[src/owvm_pkg.sv]
// ----------------------------------------------------------------------------
// owvm_pkg: shared constants and table functions
// Register indexes, field widths and the octant sine/cosine generator.
// ----------------------------------------------------------------------------
package owvm_pkg;

  localparam int CFG_IDX_W = 1;
  localparam logic [CFG_IDX_W-1:0] REG_DEAD_BAND   = 1'd0;
  localparam logic [CFG_IDX_W-1:0] REG_DRIVE_LIMIT = 1'd1;

  localparam logic [11:0] DEAD_BAND_RST   = 12'd250;
  localparam logic [11:0] DRIVE_LIMIT_RST = 12'd3990;

  localparam logic [63:0] RAD_PER_TENTH_Q30 = 64'd1874033;
  localparam logic [63:0] ONE_Q30           = 64'd1073741824;
  localparam logic [25:0] TENTH_Q8          = 26'd26;

  localparam int LO_DEPTH = 256;
  localparam int HI_DEPTH = 195;

  typedef struct packed {
    logic [8:0] idx;
    logic       swap;
    logic [1:0] quad;
  } oct_sel_t;

  function automatic logic [63:0] qmul(input logic [63:0] a, input logic [63:0] b);
    logic [63:0] p;
    p = a * b;
    return p >> 30;
  endfunction

  function automatic logic [15:0] to_q15(input logic [63:0] v);
    logic [63:0] r;
    r = (v + 64'd16384) >> 15;
    return (r > 64'd32767) ? 16'd32767 : r[15:0];
  endfunction

  function automatic logic [15:0] oct_sin(input int t);
    logic [63:0] x, x2, x3, x5, x7;
    x  = 64'(t) * RAD_PER_TENTH_Q30;
    x2 = qmul(x, x);
    x3 = qmul(x2, x);
    x5 = qmul(x3, x2);
    x7 = qmul(x5, x2);
    return to_q15(x + x5 / 64'd120 - x3 / 64'd6 - x7 / 64'd5040);
  endfunction

  function automatic logic [15:0] oct_cos(input int t);
    logic [63:0] x, x2, x4, x6, x8;
    x  = 64'(t) * RAD_PER_TENTH_Q30;
    x2 = qmul(x, x);
    x4 = qmul(x2, x2);
    x6 = qmul(x4, x2);
    x8 = qmul(x4, x4);
    return to_q15(ONE_Q30 + x4 / 64'd24 + x8 / 64'd40320 - x2 / 64'd2 - x6 / 64'd720);
  endfunction

endpackage

[src/owvm_wheel.sv]
// ----------------------------------------------------------------------------
// owvm_wheel: three-stage wheel drive path
// Multiply, sum with magnitude, then offset and saturation.
// ----------------------------------------------------------------------------
module owvm_wheel (
  input  logic               clk,
  input  logic               en,
  input  logic signed [15:0] coef_x,
  input  logic signed [15:0] coef_y,
  input  logic signed [15:0] vel_x,
  input  logic signed [15:0] vel_y,
  input  logic signed [15:0] turn_rate,
  input  logic               offset_enable,
  input  logic [11:0]        dead_band,
  input  logic [11:0]        drive_limit,
  output logic [11:0]        speed,
  output logic               reverse
);

  // stage A: products
  logic signed [31:0] px, py, pr;
  logic               offs_a;
  always_ff @(posedge clk) begin
    if (en) begin
      px     <= coef_x * vel_x;
      py     <= coef_y * vel_y;
      pr     <= 32'(turn_rate) <<< 15;
      offs_a <= offset_enable;
    end
  end

  // stage B: sum and magnitude
  logic signed [33:0] sum;
  logic [32:0]        mag, mag_next;
  logic               rev_b, offs_b;
  always_comb begin
    sum = 34'(px) + 34'(py) + 34'(pr);
    mag_next = (sum <= 0) ? 33'(-sum) : 33'(sum);
  end
  always_ff @(posedge clk) begin
    if (en) begin
      mag    <= mag_next;
      rev_b  <= (sum <= 0);
      offs_b <= offs_a;
    end
  end

  // stage C: dead-band offset and limit
  logic [18:0] val;
  always_comb begin
    val = 19'(mag[32:15]);
    if (offs_b && (mag[32:7] >= owvm_pkg::TENTH_Q8)) val = val + 19'(dead_band);
  end
  always_ff @(posedge clk) begin
    if (en) begin
      speed   <= (val >= 19'(drive_limit)) ? drive_limit : val[11:0];
      reverse <= rev_b;
    end
  end

endmodule

[config.mk]
export PLATFORM = sky130hd
export DESIGN_NAME = owvm_wheel
export DESIGN_NICKNAME = d
export VERILOG_FILES = /design/src/owvm_pkg.sv /design/src/owvm_wheel.sv
export SDC_FILE = /design/constraint.sdc
export NUM_CORES = 2
export LEC_CHECK = 0
export BUFFER_PORTS_ARGS = -buffer_cell sky130_fd_sc_hd__buf_4
export CAP_MARGIN = 20
export CORE_UTILIZATION = 35
export CTS_CLUSTER_SIZE = 30
export DETAILED_ROUTE_END_ITERATION = 8
export HOLD_SLACK_MARGIN = 0.02
export SLEW_MARGIN = 0
export SYNTH_ARGS = -nofsm -noshare
export SYNTH_HDL_FRONTEND = slang
export SYNTH_SLANG_ARGS = --single-unit
[constraint.sdc]
create_clock -name clk -period 10.5 [get_ports clk]
set_input_delay 2.1 -clock clk [delete_from_list [all_inputs] [get_ports clk]]
set_output_delay 2.1 -clock clk [all_outputs]
set_load 0.02 [all_outputs]
==> metrics.txt <==
reg2reg end speed[6]$_DFFE_PP_; critical-path cell list buf_4, and2_1, fa_1, inv_1, fa_1, fa_1, inv_1, fa_1, fa_1, inv_1, fa_1, inv_1, ha_1, a211oi_1, nand2_1, o311a_1, o31ai_1, a311oi_1, a41o_1, o211a_1, a21o_1, a21oi_1, xnor2_1; full die area approximately 0.08 sq mm; hold path depth 0; ys flop type edfxtp_1; Tmin final between 8 and 9 ns; via density per instance 4.80; Yosys warnings 0; Hold Path End offs_b$_DFFE_PP_; gr ovfl total 0; TritonCTS clock tree yes; initial drt markers between 900 and 1,000; hold path start offs_a$_DFFE_PP_; Largest stage delay, worst path 0.53 ns; Slew @ Worst Pin roughly 0.86 ns; status complete, no violations; first-pass GRT wire length 103,000 um; gpl congestion between 0.8 and 0.9; Critical Path RT around 11 ns; final setup TNS 0 ns; Simple-Gate Fraction of Synth Area between 10% and 20%; Synth top area share between 40% and 50%; hold buffers post-CTS 0; Setup violations, final 0; Fill cells 7,657; root buffer cell clkbuf_16; hpwl dp slightly above 50,000 um; Die X 280 um; Setup CP Type in -> reg; via count roughly 19,000; cell mode on critical path fa_1; All-Layer GR Usage between 10% and 20%; critical path's slowest cell fa_1; crit path DAT 8.24 ns; H-tree levels 4; worst r2r path cells 19; initial antenna violation count 4; post-synthesis mux area share 0.772%; Area Growth Syn to Fin 9.20%; Synth cell types 69; Slew Limit Fails 0; Hold WC Path Type reg -> reg; reg-to-reg critical path startpoint mag[15]$_DFFE_PP_; largest family of logic cells by synthesized area adder cells; die height 280 um; clock latency on the worst-skew pair about 0.44 ns; #FFs+latches synth between 100 and 150; crit-path max FO 16; Synth Instances 2,783; critical path's top delay family adder cells; nets ~3,700; IO Port Bufs roughly 120; Seq/Total Area, Yosys 13.4%; startpoint types primary input; number of global-route vias before repair a little over 20,000; Post-DRT Antenna Nets 0; Sink Count roughly 120; Boundary Pins 120; Compound-Gate Fraction of Synth Area around 6.9%; clk_skew 0.0134 ns; Starting Density a little over a third; RSZ-0062 raised after global routing no; most common cell after layout, fill and taps aside inv_1; Max clock buf depth 2; post-cts gate resize count 0; Rows slightly above 100; Syn Std Cell Area approximately 0.027 sq mm; CP Capture Type flop; placeable core area about 0.076 sq mm; most frequent cells in the layout inv_1 (601), fa_1 (543), nand2_1 (304); reg2reg setup slack 5.43 ns; adder-cell share of the synthesized area 51.0%; XOR/XNOR share of the synthesized area between 3 and 4%; Rel. slew slack between 40% and 50%; max-cap viol count 0; DR pass1 iterations 4; buffer and inverter count on the worst path 5; DRT Wirelength 60,500 um; postcts setup bufs 0; syn avg cell area a little under 10 sq um; Diodes inserted 0; final period utilization about three quarters; Synth async-reset ratio 0%; final count of hold timing violations 0; Max Fclk 124 MHz; DRC 0; leading area contributor after synthesis fa_1; fraction of layout cells with a size suffix above 1 roughly 7%; Post-synth EDFFs ~120; largest net degree at the start of global routing 67; CTS Buf Count 17; WL/cell 15.5 um; Mapped Nets between 3,000 and 4,000; clk slew on worst S/H paths ~0.06 ns; Synth area leaders fa_1 (40%), edfxtp_1 (13%), ha_1 (11%)
## kinds of logic after synthesis
logic type / Yosys count
AO/OA/AOI/OAI: 289
adder cells (fa/ha/maj): 778
XOR/XNOR: 123
AND/OR/NAND/NOR: 779
multiplexers: 19
buffers and inverters: 674
flip-flops: 121
## registers in the layout, summed over array words and instances (netlist names)
signal,count
mag,25
offs_a,1
offs_b,1
pr,16
px,32
py,32
rev_b,1
reverse,1
speed,12
## worst max-delay path by stage
| stage | from | slack (ns) | endpoint | cells past startpoint |
|---|---|---|---|---|
| detailed placement | coef_y[8] | 1.97 | py[28]$_DFFE_PP_ | 23 |
| floorplan | vel_y[1] | 2.45 | py[28]$_DFFE_PP_ | 22 |
| CTS | coef_y[8] | 2.43 | py[28]$_DFFE_PP_ | 23 |
| global route | coef_y[9] | 2.10 | py[28]$_DFFE_PP_ | 23 |
| finish | vel_y[4] | 2.45 | py[28]$_DFFE_PP_ | 23 |
| global placement | coef_y[8] | 1.98 | py[28]$_DFFE_PP_ | 23 |
## per-stage QoR
stage / instance area, sq um / utilization (%) / setup WS [ns] / std cells / hold slack [ns]
after global routing: 29500 / 38.8 / 2.10 / 3894 / 0.444
after detailed placement: 29000 / 38.0 / 1.97 / 3862 / 0.412
after floorplan: 27100 / - / 2.45 / 2783 / 0.400
after global placement: 29000 / 38.0 / 1.98 / 3862 / 0.405
after CTS: 29500 / 38.8 / 2.43 / 3894 / 0.435
final: 29500 / 38.8 / 2.45 / 3894 / 0.431
## layout make-up
cell class / count / area, sq um / area share, %
multi-input cells: 1988 / 20900 / 70.7
inverters: 601 / 2260 / 7.63
flip-flops and latches: 121 / 3630 / 12.3
clock inverters: 15 / 141 / 0.478
repair buffers: 122 / 916 / 3.10
well taps: 1030 / 1290 / 4.36
clock buffers: 17 / 425 / 1.44
## routing by layer
| metal | wire (um) | GRT usage (%) | up-vias |
|---|---|---|---|
| met5 | 46 | 0 | - |
| met4 | 1740 | 5.13 | 8 |
| met3 | 2860 | 2.91 | 105 |
| met2 | 30400 | 28.7 | 369 |
| met1 | 25500 | 20.8 | 9432 |
| li1 | - | - | 8762 |
## cell usage after synthesis, types with 15 or more instances
cell type / n
inv_1: 601
fa_1: 543
nand2_1: 304
and2_1: 250
ha_1: 235
edfxtp_1: 121
a21oi_1: 91
nor2_1: 90
xnor2_1: 89
clkbuf_1: 70
o21ai_0: 49
a21o_1: 34
xor2_1: 34
nand3_1: 28
nor3_1: 19
nand2b_1: 16
mux2_2: 15
or3_1: 15
Power is left out: the tool's default activity adds up to more than one toggle a clock period on the data nets, which glitch-free logic cannot reach.
